### config.mk
export PLATFORM = sky130hd
export DESIGN_NAME = bsc_queue
export DESIGN_NICKNAME = d
export VERILOG_FILES = /design/src/rtl/bsc_pkg.sv /design/src/rtl/bsc_queue.sv
export SDC_FILE = /design/constraint.sdc
export NUM_CORES = 1
export LEC_CHECK = 0
export CAP_MARGIN = 0
export CELL_PAD_IN_SITES_DETAIL_PLACEMENT = 2
export CELL_PAD_IN_SITES_GLOBAL_PLACEMENT = 2
export CORE_MARGIN = 10
export CORE_UTILIZATION = 30
export DETAILED_ROUTE_END_ITERATION = 10
export DONT_BUFFER_PORTS = 1
export GPL_TIMING_DRIVEN = 0
export PLACE_DENSITY_LB_ADDON = 0.1
export SYNTH_ARGS = -nofsm -noshare
export SYNTH_HDL_FRONTEND = slang
export SYNTH_SLANG_ARGS = --single-unit
### constraint.sdc
create_clock -name clk_i -period 2.05 [get_ports clk_i]
set_input_delay 0.3075 -clock clk_i [delete_from_list [all_inputs] [get_ports clk_i]]
set_output_delay 0.3075 -clock clk_i [all_outputs]
set_load 0.02 [all_outputs]
### src/rtl/bsc_pkg.sv
// ----------------------------------------------------------------------------
// bsc_pkg
// Shared types, widths and constants for the barometric compensation block.
// ----------------------------------------------------------------------------
package bsc_pkg;

  localparam int unsigned BscQueueDepth = 4;

  localparam int unsigned RawW  = 24;
  localparam int unsigned CoefW = 16;
  localparam int unsigned TempW = 20;
  localparam int unsigned PresW = 32;

  // internal datapath widths
  localparam int unsigned DtW   = 25;
  localparam int unsigned ProdW = 42;
  localparam int unsigned OffW  = 42;
  localparam int unsigned SensW = 41;
  localparam int unsigned SqW   = 36;
  localparam int unsigned T2W   = 18;
  localparam int unsigned XW    = 44;

  localparam logic signed [TempW-1:0] TempRef = 20'sd2000;
  localparam logic signed [TempW-1:0] TempLow = -20'sd1500;
  localparam logic [CoefW-1:0]        CoefAllOnes = 16'hFFFF;

  typedef struct packed {
    logic [RawW-1:0] pressure_raw;
    logic [RawW-1:0] temperature_raw;
  } bsc_in_t;

  typedef struct packed {
    logic                    result_valid;
    logic signed [TempW-1:0] temperature_centi;
    logic signed [PresW-1:0] pressure_centi;
  } bsc_out_t;

  typedef struct packed {
    logic [CoefW-1:0] coef_sens;
    logic [CoefW-1:0] coef_off;
    logic [CoefW-1:0] coef_tcs;
    logic [CoefW-1:0] coef_tco;
    logic [CoefW-1:0] coef_tref;
    logic [CoefW-1:0] coef_tempsens;
  } bsc_coef_t;

  // classified item between front and back
  typedef struct packed {
    logic            usable;
    logic [RawW-1:0] d1;
    logic [RawW-1:0] d2;
  } bsc_entry_t;

  typedef enum logic [2:0] {
    RegCoefSens,
    RegCoefOff,
    RegCoefTcs,
    RegCoefTco,
    RegCoefTref,
    RegCoefTempsens
  } bsc_reg_e;

  function automatic logic bad_word(input logic [CoefW-1:0] c);
    return (c == '0) || (c == CoefAllOnes);
  endfunction

endpackage

### src/rtl/bsc_queue.sv
// ----------------------------------------------------------------------------
// bsc_queue
// Small first-in first-out buffer of classified items between front and back.
// ----------------------------------------------------------------------------
module bsc_queue import bsc_pkg::*; #(
  parameter int unsigned Depth = BscQueueDepth
) (
  input  logic       clk_i,
  input  logic       rst_ni,
  input  logic       wr_valid_i,
  input  bsc_entry_t wr_data_i,
  output logic       wr_ready_o,
  input  logic       rd_en_i,
  output logic       rd_valid_o,
  output bsc_entry_t rd_data_o
);

  localparam int unsigned PtrW = (Depth > 1) ? $clog2(Depth) : 1;
  localparam int unsigned CntW = $clog2(Depth + 1);

  bsc_entry_t            mem_q [Depth];
  logic [PtrW-1:0]       wr_ptr_q, wr_ptr_d, rd_ptr_q, rd_ptr_d;
  logic [CntW-1:0]       count_q, count_d;
  logic                  do_wr, do_rd;

  assign wr_ready_o = (count_q != CntW'(Depth));
  assign rd_valid_o = (count_q != '0);
  assign do_wr      = wr_valid_i && wr_ready_o;
  assign do_rd      = rd_en_i && rd_valid_o;
  assign rd_data_o  = mem_q[rd_ptr_q];

  always_comb begin
    wr_ptr_d = wr_ptr_q;
    rd_ptr_d = rd_ptr_q;
    count_d  = count_q;
    if (do_wr) begin
      wr_ptr_d = (wr_ptr_q == PtrW'(Depth - 1)) ? '0 : wr_ptr_q + 1'b1;
    end
    if (do_rd) begin
      rd_ptr_d = (rd_ptr_q == PtrW'(Depth - 1)) ? '0 : rd_ptr_q + 1'b1;
    end
    if (do_wr && !do_rd) begin
      count_d = count_q + 1'b1;
    end else if (do_rd && !do_wr) begin
      count_d = count_q - 1'b1;
    end
  end

  always_ff @(posedge clk_i or negedge rst_ni) begin
    if (!rst_ni) begin
      wr_ptr_q <= '0;
      rd_ptr_q <= '0;
      count_q  <= '0;
    end else begin
      wr_ptr_q <= wr_ptr_d;
      rd_ptr_q <= rd_ptr_d;
      count_q  <= count_d;
    end
  end

  always_ff @(posedge clk_i) begin
    if (do_wr) begin
      mem_q[wr_ptr_q] <= wr_data_i;
    end
  end

endmodule

# --- Word-level counts from Yosys, hierarchy flattened ---
# Memory sizes are Yosys's and may differ from the RTL's.
# Index checks and enable logic that the tools add are counted.
classes:
  add_sub_neg: 4
  n_eq_ne: 3
  muxes: 6
  n_reduce_logical: 8
op_table:
  columns: ["cell", "count"]
  rows:
  - ["$mux 3", 2]
  - ["$add 2x1->2 const B", 2]
  - ["$eq 2x2->1 const B", 2]
  - ["$logic_and 1x1->1", 4]
  - ["$mux 2", 2]
  - ["$add 3x1->3 const B", 1]
  - ["$ne 3x3->1 const B", 1]
  - ["$reduce_bool 3->1", 1]
  - ["$sub 3x1->3 const B", 1]
  - ["$logic_not 1->1", 2]
  - ["$mux 1", 2]
  - ["$reduce_bool 2->1", 1]
word_totals:
  reg_bits: 7
  ram_bits: 196
  inputBits: 53
  output_inout_bits: 51
  word_cells: 25
  n_memories: 1
mem_list:
  columns: ["memory", "depth", "width", "rd", "rd_ports_with_merged_regs", "wr", "line", "source"]
  rows:
  - ["mem_q", 4, 49, 1, 0, 1, "bsc_queue.sv:21", "bsc_entry_t mem_q [Depth];"]

# --- Logic depth before layout (Yosys ltp) ---
logic_depth:
  word_depth: 6
  ltp_mapped: 8

# --- Worst setup path after synthesis ---
# No wires, ideal clock.
synth_path:
  kind: "register -> register"
  startpoint: "reg count_q[1]"
  endpoint: "reg count_q[2]"
  t_arrival_ps: 2093
  t_required_ps: 1971
  setup_slack_ps: -122
  stages_incl_launch_ff: 9
  path_buffers: 0
  synth_period_minus_slack_ps: 2172
  cell_sequence: "dfrtp_1 -> or3_2 -> nand2_1 -> ha_1 -> inv_1 -> fa_1 -> xor2_1 -> nor2_1 -> xor2_1"
synth_via:
  elab_chain_cells: 5
  word_cells_on_any_way: 13
synth_lines:
  columns: ["item", "line", "source"]
  rows:
  - ["start: declaration", "bsc_queue.sv:23", "logic [CntW-1:0] count_q, count_d;"]
  - ["start signal: assignment", "bsc_queue.sv:57", "count_q <= count_d;"]
  - ["$reduce_bool 3->1 (*)", "bsc_queue.sv:27", "assign rd_valid_o = (count_q != '0);"]
  - ["net rd_valid_o", "bsc_queue.sv:14", "output logic rd_valid_o,"]
  - ["$logic_and 1x1->1 (*)", "bsc_queue.sv:29", "assign do_rd = rd_en_i && rd_valid_o;"]
  - ["$logic_not 1->1", "bsc_queue.sv:42", "if (do_wr && !do_rd) begin"]
  - ["$logic_and 1x1->1", "bsc_queue.sv:42", null]
  - ["$mux 3 or $reduce_bool 2->1 (tied branches)", null, null]
# The timed path passes the listed nets; every way through them passes the cells marked *. The select of a mux whose other input is x is not followed.
# A chain may end at the register's enable or synchronous reset.

==> flow_summary.toml <==
[hold_path]
worstHoldEndpoint = "count_q[0]$_DFFE_PN0P_"
hold_class = "in -> reg"
hold_depth = 3
worstHoldStart = "rd_en_i"

[cts]
cts_tree = "done"
clk_pin_slew_ns = 0.06
ctsRootBufferMaster = "clkbuf_16"
clock_latency_ns = 0.51
cts.sinks = 203
clock_path_buffers = 3
cts_inserted_buffers = 23
cts_htree_levels = 1

[synthesis]
async_reset_ff_frac = 0.0345
synth_seq_area_share = 0.809
ys_ff_latch = 203
ys_warn_count = 0
syn_inst = 293
syn_nets = 353
netlist_area_mm2 = 0.00749
syn_avg_cell_area_um2 = 25.6
synth.most_common_cell = "edfxtp_1"
synth_ff_type = "edfxtp_1"
yosysTopAreaCell = "edfxtp_1"
yosys-top-cells-count = "edfxtp_1, mux4_2, dfrtp_1"
synth.top_cell.area_share = 0.786
synth_edf_count = 196
yosys-top-cells-area = "edfxtp_1, mux4_2, dfrtp_1, ha_1, mux2_2"
synth_cell_type_count = 19

[power_and_ir_drop]
vdd_drop_max_mv = 0.745
p_total_w = 0.0139
powerDensity_mw_per_mm2 = 1490
p_leak_nw = 3.02

[routing]
wl_um = 16500
via_count = 3290
wl_per_cell_um = 23.0
drt_iter0_markers = 121
ant_nets = 0
drt-pass1-iter-count = 6
viasPerCell = 4.59
drc_errors = 0

[die]
coreArea_mm2 = 0.0245
boundaryPins = 104
die_w_um = 178
start_util = 0.306
rows = 57
die_h_um = 178
dieArea_mm2 = 0.0317

[finish]
stdcell_count = 717
final_nets = 438
fillers = 2297
area_growth_pct = 24.5
n_antenna_cell = 0
layout-drive-gt1-share = 0.303
fin_util = 0.381

[timing]
clock_skew_ns = 0.0175
post-route-min-period_ns = 2.19
worst-slew-pin-transition_ns = 0.849
setup_viol = 50
grt_setup_unrepaired = "true"
fin_ws_ns = -0.139
fmax_mhz = 457
timing.final.crit_share = 1.07
hold_viol_final = 0
finalMaxSlewViolations = 0
slew_headroom = 0.434
hold_ws_ns = 0.0959

[critical_path]
worst_setup_path_start_kind = "register"
arrival_ns = 1.88
slowest_delay_ns = 0.61
cp_slowest_cell = "mux4_2"
cp_cell_sequence = "buf_12 -> buf_12 -> mux4_2"
timing.rr.end = "count_q[1]$_DFFE_PN0P_"
crit_top_cell = "buf_12"
r2r_start = "count_q[0]$_DFFE_PN0P_"
rrSetupSlack_ns = -0.07
worstPathRequired_ns = 1.74
path_class = "reg -> out"
reg2reg_depth = 6
critPathMaxFanout = 10
endpoint_kind = "output pin"

[placement]
dp_cells = 617
post-place-ws_ns = -0.138
gp_routability_congestion = 0.657
port_buffers = 0
dp_hpwl_um = 9350

[global_routing]
grt_pass1_vias = 3877
grt_use_met3 = 0.0378
top_usage_layer = "met2"
grt_pass1_wl_um = 24400
grt_max_degree = 50
grtUsageMet1 = 0.117
grt_use_total = 0.103
antenna_found_initial = 0
gr-total-overflow = 0
met2_usage = 0.176

[run_status]
status = "finished, violations left"
violations = "negative setup slack"

[flow_run]
cap_violations = 0
worst max-delay path: cells and delay by family, from the launching register on:
kind     cells  cell delay (ns)
buf+inv      2             0.34
flops        1             0.40
mux          1             0.61
power by group:
part | switching (W) | total (W) | internal [W] | leakage, nW
Combinational | 0.00268 | 0.00447 | 0.00179 | 0.805
Sequential | 0.000230 | 0.00573 | 0.00550 | 1.88
Clock | 0.00156 | 0.00372 | 0.00217 | 0.339
cell families after synthesis:
family | Yosys count | synth area share
XOR/XNOR | 3 | 0.00351
multiplexers | 54 | 0.156
AND/OR/NAND/NOR | 11 | 0.00969
adder cells (fa/ha/maj) | 7 | 0.0127
flip-flops | 203 | 0.809
buffers and inverters | 15 | 0.00902
cells in the final DEF (no fill, tap or decap), drive strengths merged:
master and count:
mux4 49, or3b 1, nor2 3, and3 6
ha 6, buf 15, nand2 1, edfxtp 196
mux2 5, dfrtp 7, fa 1, or3 1
xnor2 1, dlygate4sd3 50, bufinv 1, xor2 2
inv 4, clkinv 12, clkbuf 31, and2 1
how the worst max path moves through the flow:
stage	endpoint	cells after the start	slack, ns	from
2_1_floorplan	count_q[1]$_DFFE_PN0P_	6	0.02	count_q[0]$_DFFE_PN0P_
3_3_place_gp	mem_q[3][46]$_DFFE_PP_	2	-0.37	count_q[2]$_DFFE_PN0P_
3_5_place_dp	rd_data_o[11]	3	-0.14	rd_ptr_q[1]$_DFFE_PN0P_
4_1_cts	rd_data_o[11]	3	-0.18	rd_ptr_q[0]$_DFFE_PN0P_
5_1_grt	rd_data_o[48]	3	-0.21	rd_ptr_q[0]$_DFFE_PN0P_
6_report	rd_data_o[48]	3	-0.14	rd_ptr_q[0]$_DFFE_PN0P_
per-layer routing:
layer | wire, um | vias up
met5 | 0 | -
met4 | 416 | 0
met3 | 1310 | 23
met2 | 8370 | 92
met1 | 6410 | 1749
li1 | - | 1426
cell type report:
| class | instances | area [um2] | area share |
|---|---|---|---|
| plain buffers | 11 | 158 | 0.0169 |
| clock buffers | 26 | 587 | 0.0630 |
| clock inverters | 14 | 91.3 | 0.00980 |
| inverters | 3 | 11.3 | 0.00121 |
| multi-input cells | 77 | 1420 | 0.152 |
| flip-flops and latches | 203 | 6060 | 0.650 |
| well taps | 324 | 405 | 0.0435 |
| repair buffers | 59 | 586 | 0.0628 |
flip-flops by register name, indices dropped and copies added, names as in the netlist:
register	count
wr_ptr_q	2
rd_ptr_q	2
mem_q	196
count_q	3
repair_timing:
item,in CTS,in global routing
resized for setup,36,2
hold buffers,50,0
setup buffers,6,2
pin swaps,8,7
endpoints found under the hold margin,203,0
gates cloned,0,3
endpoints found under the setup margin,51,76
per-stage QoR:
| stage | instance area, um2 | setup TNS [ns] |
|---|---|---|
| 2_1_floorplan | 7510 | 0 |
| 3_3_place_gp | 7910 | -74.59 |
| 3_5_place_dp | 7930 | -2.70 |
| 4_1_cts | 9260 | -7.29 |
| 5_1_grt | 9320 | -10.54 |
| 6_report | 9320 | -5.35 |
Note: power is estimated with default switching activity, not from simulation.
