[src/rtl/bsc_pkg.sv]
// ----------------------------------------------------------------------------
// bsc_pkg
// Shared types, widths and constants for the barometric compensation block.
// ----------------------------------------------------------------------------
package bsc_pkg;

  localparam int unsigned BscQueueDepth = 4;

  localparam int unsigned RawW  = 24;
  localparam int unsigned CoefW = 16;
  localparam int unsigned TempW = 20;
  localparam int unsigned PresW = 32;

  // internal datapath widths
  localparam int unsigned DtW   = 25;
  localparam int unsigned ProdW = 42;
  localparam int unsigned OffW  = 42;
  localparam int unsigned SensW = 41;
  localparam int unsigned SqW   = 36;
  localparam int unsigned T2W   = 18;
  localparam int unsigned XW    = 44;

  localparam logic signed [TempW-1:0] TempRef = 20'sd2000;
  localparam logic signed [TempW-1:0] TempLow = -20'sd1500;
  localparam logic [CoefW-1:0]        CoefAllOnes = 16'hFFFF;

  typedef struct packed {
    logic [RawW-1:0] pressure_raw;
    logic [RawW-1:0] temperature_raw;
  } bsc_in_t;

  typedef struct packed {
    logic                    result_valid;
    logic signed [TempW-1:0] temperature_centi;
    logic signed [PresW-1:0] pressure_centi;
  } bsc_out_t;

  typedef struct packed {
    logic [CoefW-1:0] coef_sens;
    logic [CoefW-1:0] coef_off;
    logic [CoefW-1:0] coef_tcs;
    logic [CoefW-1:0] coef_tco;
    logic [CoefW-1:0] coef_tref;
    logic [CoefW-1:0] coef_tempsens;
  } bsc_coef_t;

  // classified item between front and back
  typedef struct packed {
    logic            usable;
    logic [RawW-1:0] d1;
    logic [RawW-1:0] d2;
  } bsc_entry_t;

  typedef enum logic [2:0] {
    RegCoefSens,
    RegCoefOff,
    RegCoefTcs,
    RegCoefTco,
    RegCoefTref,
    RegCoefTempsens
  } bsc_reg_e;

  function automatic logic bad_word(input logic [CoefW-1:0] c);
    return (c == '0) || (c == CoefAllOnes);
  endfunction

endpackage

[src/rtl/bsc_front.sv]
// ----------------------------------------------------------------------------
// bsc_front
// Input stage: takes a raw conversion pair, flags whether it can be used and
// hands it on to the work queue.
// ----------------------------------------------------------------------------
module bsc_front import bsc_pkg::*; (
  input  logic       clk_i,
  input  logic       rst_ni,
  input  bsc_coef_t  coef_i,
  input  logic       push_i,
  input  bsc_in_t    item_i,
  output logic       full_o,
  output logic       entry_valid_o,
  output bsc_entry_t entry_o,
  input  logic       entry_ready_i
);

  logic       valid_q, valid_d;
  bsc_entry_t entry_q, entry_d;
  logic       take;

  assign full_o = valid_q && !entry_ready_i;
  assign take   = push_i && !full_o;

  always_comb begin
    entry_d.usable = !bad_word(coef_i.coef_sens) && !bad_word(coef_i.coef_off) &&
                     (item_i.pressure_raw != '0) && (item_i.temperature_raw != '0);
    entry_d.d1     = item_i.pressure_raw;
    entry_d.d2     = item_i.temperature_raw;
  end

  always_comb begin
    valid_d = valid_q;
    if (take) begin
      valid_d = 1'b1;
    end else if (entry_ready_i) begin
      valid_d = 1'b0;
    end
  end

  always_ff @(posedge clk_i or negedge rst_ni) begin
    if (!rst_ni) begin
      valid_q <= 1'b0;
    end else begin
      valid_q <= valid_d;
    end
  end

  always_ff @(posedge clk_i) begin
    if (take) begin
      entry_q <= entry_d;
    end
  end

  assign entry_valid_o = valid_q;
  assign entry_o       = entry_q;

endmodule

[config.mk]
export PLATFORM = sky130hd
export DESIGN_NAME = bsc_front
export DESIGN_NICKNAME = d
export VERILOG_FILES = /design/src/rtl/bsc_pkg.sv /design/src/rtl/bsc_front.sv
export SDC_FILE = /design/constraint.sdc
export NUM_CORES = 1
export LEC_CHECK = 0
export CELL_PAD_IN_SITES_DETAIL_PLACEMENT = 0
export CELL_PAD_IN_SITES_GLOBAL_PLACEMENT = 1
export CORE_AREA = 2 2 76 78
export DETAILED_ROUTE_END_ITERATION = 6
export DIE_AREA = 0 0 78 80
export DONT_BUFFER_PORTS = 1
export PLACE_DENSITY = 0.57
export SLEW_MARGIN = 20
export SYNTH_ARGS = -nofsm -noshare
export SYNTH_HDL_FRONTEND = slang
export SYNTH_SLANG_ARGS = --single-unit
[constraint.sdc]
create_clock -name clk_i -period 2.9 [get_ports clk_i]
set_clock_uncertainty 0.05 [all_clocks]
set_input_delay 0.145 -clock clk_i [delete_from_list [all_inputs] [get_ports clk_i]]
set_output_delay 0.145 -clock clk_i [all_outputs]
set_load 0.01 [all_outputs]
---- Yosys cells after proc, flatten, opt, wreduce, memory -nomap -nowiden ----
Index checks and enable logic that the tools add are counted.
cells by class
  shift operators ......................... 0
  multipliers ............................. 0
  $lt $le $gt $ge ......................... 0
  muxes and demuxes ....................... 2
  divide/modulo/power cells ............... 0
  bitwise operators ....................... 0
  equal/unequal tests ..................... 2
  reduce and logical (&&, ||, !) cells .... 16
  add/subtract/negate cells ............... 0
operators with widths
  cell                  number
  $reduce_bool 24->1    2
  $eq 16x16->1 const B  2
  $logic_not 16->1      2
  $logic_and 1x1->1     5
  $logic_not 1->1       4
  $logic_or 1x1->1      2
  $mux 1                2
  $reduce_bool 2->1     1
storage, ports and cells
  output and inout port bits .............. 51
  memories ................................ 0
  memory bits (read-only) ................. 0
  bits in registers ....................... 50
  bits in writable memories ............... 0
  bits in latches ......................... 0
  input port bits ......................... 148

---- Longest topological paths before layout ----
Gate-level depths: netlist of the first run.
  depth in word-level cells ............... 6
  mapped depth ............................ 4
  mapped depth without buffers ............ 4

---- Worst setup path after synthesis of the first run ----
No wires, ideal clock.
  path kind ............................... reg2reg
  from .................................... register valid_q (netlist: entry_valid_o)
  to ...................................... register entry_q, in the netlist entry_o[0], enable pin
  clock period less this slack ............ 2.160 ns
  cell stages (with the launch flop) ...... 3
  data required time ...................... 2.438 ns
  path slack .............................. 0.740 ns
  buffers on the path ..................... 0
  arrival ................................. 1.698 ns
  path through ............................ dfrtp_1 -> nand2b_1 -> and2_1
on the way
  cells in the longest elaborated chain, start to end .. 3
RTL lines
  element                 line             RTL
  from (decl)             bsc_front.sv:18  logic valid_q, valid_d;
  from (signal assigned)  bsc_front.sv:45  valid_q <= valid_d;
  $logic_and 1x1->1       bsc_front.sv:22  assign full_o = valid_q && !entry_ready_i;
  $logic_not 1->1         bsc_front.sv:23  assign take = push_i && !full_o;
  $logic_and 1x1->1       bsc_front.sv:23
  via take                bsc_front.sv:20  logic take;
  to (signal assigned)    bsc_front.sv:51  entry_q <= entry_d;
  to (decl)               bsc_front.sv:19  bsc_entry_t entry_q, entry_d;
The timed path passes the listed nets, and every way through them passes these cells.
A chain may end at the register's enable or synchronous reset.

---- Worst setup path in the final report of the first run ----
  from .................................... register valid_q (netlist: entry_valid_o)
  to ...................................... register entry_q, in the netlist entry_o[2], enable pin
Same word-level chain as after synthesis.

==> metrics, run 1 <==
nets approximately 300; WP data arrival 1.58 ns; hold path depth 2; die width 78 µm; Cells after DPL 165; worst r2r dst entry_o[2]; H-tree Lvls 2; Pwr Total around 1.4 mW; P per Cell Area 579 nW/µm²; Syn. warnings 0; FP Rows 27; ANT cells 0; Seq/Total Area, Yosys a little under nine tenths; Lkg Pwr 0.788 nW; CP endpoint kind flip-flop; vias in the first global route 1243; drt wl/cell 19.8 µm; largest net degree at the start of global routing 46; Initial Utilization 32.5%; Tcrit/Tclk final 58.7%; post-route ant nets 0; overall die height about 80 µm; total wire length about 4400 µm; outcome finished, final reports clean; Core Area ~5400 µm²; total CTS buffers 5; total number of vias 1182; WHS between 0.04 and 0.05 ns; Clock Tree Root clkbuf_8; Hold Path Class in -> reg; CTS tree yes; worst r2r path cells 3; # fillers 483; cts hold-fix bufs 51; Skew-Pair Late Insertion Delay slightly below 0.3 ns; CTS clk-pin slew, worst paths 0.09 ns; worst r2r src entry_valid_o; Max IR drop VDD between 0.2 and 0.25 mV; final setup fails 0; Die Footprint 6240 µm²; I/O Buffers 0; Worst Path Max Fanout 45; Endpoint, Worst Hold entry_valid_o; vias per inst 5.28; Syn Area/Cell roughly 19 µm²; DRC viols 0; RSZ-0062 raised after global routing no; Critical Path RT 2.78 ns; Max Clk Rate between 500 and 600 MHz; Pins Over Slew Limit 0; global placer's final weighted congestion 0.662; Synth Instances 92; startpoint class of the critical path flip-flop; total I/O pin count ~200; Synth Net Count 240; Synth cell types 12; Slew HR 63.3%; Layout area overhead 40.7%; Mapped Area 1760 µm²; Seq cells post-synth 50; clk sink count 50; initial detailed-routing violation count 29; share of post-route cells with drive strength above 1 5.26%; CTS max path bufs 2; Setup TNS Final 0 ns; Worst Max-Slew Pin Slew 0.551 ns; First-pass DRT Iterations 4; total grt overflow 0; initial antenna violation count 0; Resized Gates After CTS 0; R2R Setup Slk 1.20 ns; post-layout min period 1.70 ns; first-pass GRT wire length approximately 6100 µm; WS Path Type reg -> reg; DP HPWL 3010 µm; GR Util All Layers 13.4%; HP Start entry_ready_i; # Post-CTS Setup Buffers 0; final hold vios 0; non-filler cells in the finished layout 224; Max-cap violations 0
-- final cells by class --
cell class	instances	area [µm²]	share of cell area, %
clock buffers	7	76.3	3.08
clock inverters	1	30.0	1.21
inverters	1	3.75	0.152
multi-input cells	41	260	10.5
flip-flops and latches	50	1500	60.5
well taps	72	90.1	3.64
repair buffers	52	518	20.9
-- power breakdown --
part | internal, mW | total [mW] | leakage [nW] | switching (mW)
Sequential | 0.842 | 0.876 | 0.475 | 0.0333
Clock | 0.258 | 0.471 | 0.0524 | 0.213
Combinational | 0.0533 | 0.0861 | 0.260 | 0.0328
-- cell families after synthesis --
logic type / Yosys count / synth area share (%)
AND/OR/NAND/NOR: 40 / 14.2
buffers and inverters: 1 / 0.213
AO/OA/AOI/OAI: 1 / 0.498
flip-flops: 50 / 85.1
-- cells in the final DEF (no fill, tap or decap), drive strengths merged, types with 2 or more instances in the layout --
| cell | synthesis | final |
|---|---|---|
| or4 | 2 | 2 |
| edfxtp | 49 | 49 |
| dlygate4sd3 | 0 | 51 |
| nor4 | 20 | 20 |
| nand2b | 2 | 2 |
| nand4 | 12 | 12 |
| clkbuf | 0 | 7 |
-- worst max path at each step --
stage | endpoint | slack, ns | startpoint
floorplan | entry_o[0] | 0.74 | entry_valid_o
global placement | entry_o[2] | 1.24 | entry_valid_o
detailed placement | entry_o[2] | 1.20 | entry_valid_o
CTS | entry_o[26] | 1.19 | entry_valid_o
global route | entry_o[2] | 1.11 | entry_valid_o
finish | entry_o[2] | 1.20 | entry_valid_o
-- synthesized netlist by cell type, drive strengths merged --
master,count,area share [%]
a311oi,1,0.50
or4,2,0.85
nor4,20,7.1
and2,1,0.36
edfxtp,49,84
nand2b,2,0.71
nand2,1,0.21
dfrtp,1,1.4
inv,1,0.21
nor2,1,0.21
and4,1,0.50
nand4,12,4.3
-- worst max-delay path, stage by stage, from the launching register on --
cell and delay (ns):
dfrtp_1 0.42, nand2b_1 0.14, and2_2 0.22, buf_4 0.48
-- registers in the layout (all words and copies together), names as in the netlist --
name           cells
entry_o           49
entry_valid_o      1
-- metal layers --
| metal | vias to the layer above | wire length [µm] | part of all wire, % | track usage, % |
|---|---|---|---|---|
| met5 | - | 0 | 0 | 0 |
| met4 | 0 | 67 | 1.5 | 6.49 |
| met3 | 4 | 565 | 13 | 4.75 |
| met2 | 122 | 2060 | 46 | 22.2 |
| met1 | 541 | 1750 | 39 | 15.5 |
| li1 | 515 | - | - | - |
-- per-stage QoR --
step	instance area (µm²)	worst slack, ns	utilization (%)
floorplan	1760	0.740	-
global placement	1860	1.24	34.4
detailed placement	1860	1.20	34.4
CTS	2470	1.19	45.8
global route	2470	1.11	45.8
finish	2470	1.20	45.8
(Power assumes the default switching activity.)
==> inputs of run 2 (changes only) <==
- clock period: 2.9 -> 1.6 ns (I/O delays scaled with it)
==> run 2 against run 1 <==
Net effect:
- final cell count rose by 0.89%
- register-to-register slack got worse by 0.92 ns
- non-clock buffer count up 2
- critical path depth did not move
- die area did not move
==> metrics, run 2 (synthesis gave the netlist of run 1 again) <==
outcome finished, final reports clean; largest net degree at the start of global routing 30 (-35%); commonest non-fill, non-tap cells in the layout dlygate4sd3_1 (52), edfxtp_1 (49), nor4_1 (20); total number of vias 1189 (+0.59%); FP Rows 27 (unchanged); initial antenna violation count 0 (unchanged); Critical Path RT 1.73 ns (-1.05 ns); vias per inst 5.26 (-0.30%); RSZ-0062 raised after global routing no; Max IR drop VDD 0.526 mV (+130%); worst r2r dst entry_valid_o; Initial Utilization 32.5% (unchanged); Setup TNS Final 0 ns (unchanged); R2R Setup Slk 0.27 ns (-0.92 ns); die width 78 µm (unchanged); global placer's final weighted congestion 0.671 (+1.4%); ANT cells 0 (unchanged); Max Clk Rate 754 MHz (+28%); WS Path Type reg -> reg; total grt overflow 0 (unchanged); initial detailed-routing violation count 68 (+130%); worst r2r path cells 3 (unchanged); GR Util All Layers 13.8% (+0.46 points); CTS clk-pin slew, worst paths 0.08 ns (about the same); DRC viols 0 (unchanged); Max-cap violations 0 (unchanged); fin area 2520 µm² (+1.9%); post-layout min period 1.33 ns (-0.376 ns); clk sink count 50 (unchanged); Cells after DPL 166 (+0.61%); CTS tree yes; Lkg Pwr 0.811 nW (+2.9%); startpoint class of the critical path flip-flop; first-pass GRT wire length 6350 µm (+4.3%); number of flip-flops in the largest register 49 (unchanged); final hold vios 0 (unchanged); crit path cell chain nand2b_1, nand2b_1, dlygate4sd3_1; Skew-Pair Late Insertion Delay 0.29 ns (about the same); final setup fails 0 (unchanged); HP Start item_i[11]; Worst Path Max Fanout 3 (-93%); overall die height 80 µm (unchanged); share of post-route cells with drive strength above 1 7.14% (+1.9 points); # fillers 473 (-2.1%); Tcrit/Tclk final 82.9% (+24 points); Pins Over Slew Limit 0 (unchanged); Post-DP Area 1890 µm² (+1.8%); Endpoint, Worst Hold entry_o[48]; Core Area 5410 µm² (unchanged); vias in the first global route 1296 (+4.3%); Die Footprint 6240 µm² (unchanged); Worst Setup Slack, final 0.273 ns (-0.924 ns); H-tree Lvls 2 (unchanged); total wire length 4360 µm (-1.8%); Slew HR 71.7% (+8.4 points); Clock Tree Root clkbuf_8; crit path max-delay cell type dlygate4sd3_1; post-route ant nets 0 (unchanged); total CTS buffers 5 (unchanged); First-pass DRT Iterations 4 (unchanged); CTS max path bufs 2 (unchanged); Pwr Total 2.59 mW (+81%); Hold Path Class in -> reg; fin util 46.6% (+0.86 points); Place WS 0.329 ns (-0.875 ns); Worst Max-Slew Pin Slew 0.421 ns (-0.130 ns); worst r2r src entry_valid_o; WHS 0.158 ns (+0.114 ns); drt wl/cell 19.3 µm (-2.7%); commonest non-fill, non-tap cell in the layout dlygate4sd3_1; Worst path max stage delay 0.55 ns (+0.07 ns); most used cell along the critical path nand2b_1; Layout area overhead 43.3%; I/O Buffers 0 (unchanged); CP endpoint kind flip-flop; nets 301 (+0.67%); WP data arrival 1.45 ns (-0.13 ns); total I/O pin count 199 (unchanged); hold path depth 2 (unchanged); P per Cell Area 1030 nW/µm² (+77%); non-filler cells in the finished layout 226 (+0.89%); DP HPWL 3080 µm (+2.4%)
[run 2: where the power goes]
| group | leakage (nW) | switching (mW) | internal (mW) |
|---|---|---|---|
| logic | 0.278 | 0.0628 | 0.111 |
| registers | 0.475 | 0.0602 | 1.53 |
| clock network | 0.0579 | 0.368 | 0.460 |
[run 2: timing repair]
item	in CTS	in global routing
gates resized for setup	0	0
hold endpoints to repair	50	0
endpoints found under the setup margin	0	0
buffers inserted	0	0
hold buffers	52	0
[run 2: how the worst max path moves through the flow]
stage	depth (start not counted)	slack [ns]	start	endpoint
after global placement	3	0.36	entry_valid_o	entry_o[46]
after CTS	3	0.27	entry_valid_o	entry_valid_o
final	3	0.27	entry_valid_o	entry_valid_o
after detailed placement	3	0.33	entry_valid_o	entry_o[47]
after floorplan	2	0.22	entry_valid_o	entry_o[0]
after global routing	3	0.21	entry_valid_o	entry_valid_o
[run 2: layout make-up]
type                       instances  area (µm²)  share of cell area [%]
clock buffer                       5        68.8                    2.73
inverter                           1        3.75                   0.149
clock inverter                     3        40.0                    1.59
multi-input combinational         41         262                    10.4
sequential                        50        1500                    59.4
timing repair buffer              54         561                    22.2
tap                               72        90.1                    3.57
[run 2: per-layer routing]
metal | share of wire (%) | wire (µm) | track usage, % | vias to the layer above
met3 | 13 | 557 | 5.32 | 4
met1 | 39 | 1680 | 15.9 | 545
met4 | 1.1 | 50 | 5.26 | 0
met5 | 0 | 0 | 0 | -
li1 | - | - | - | 521
met2 | 48 | 2070 | 23.5 | 119
[run 2: critical path, delay by kind of cell (launching register included)]
kind          cells  cell delay, ns
simple gates      2            0.19
flops             1            0.43
buf+inv           1            0.55
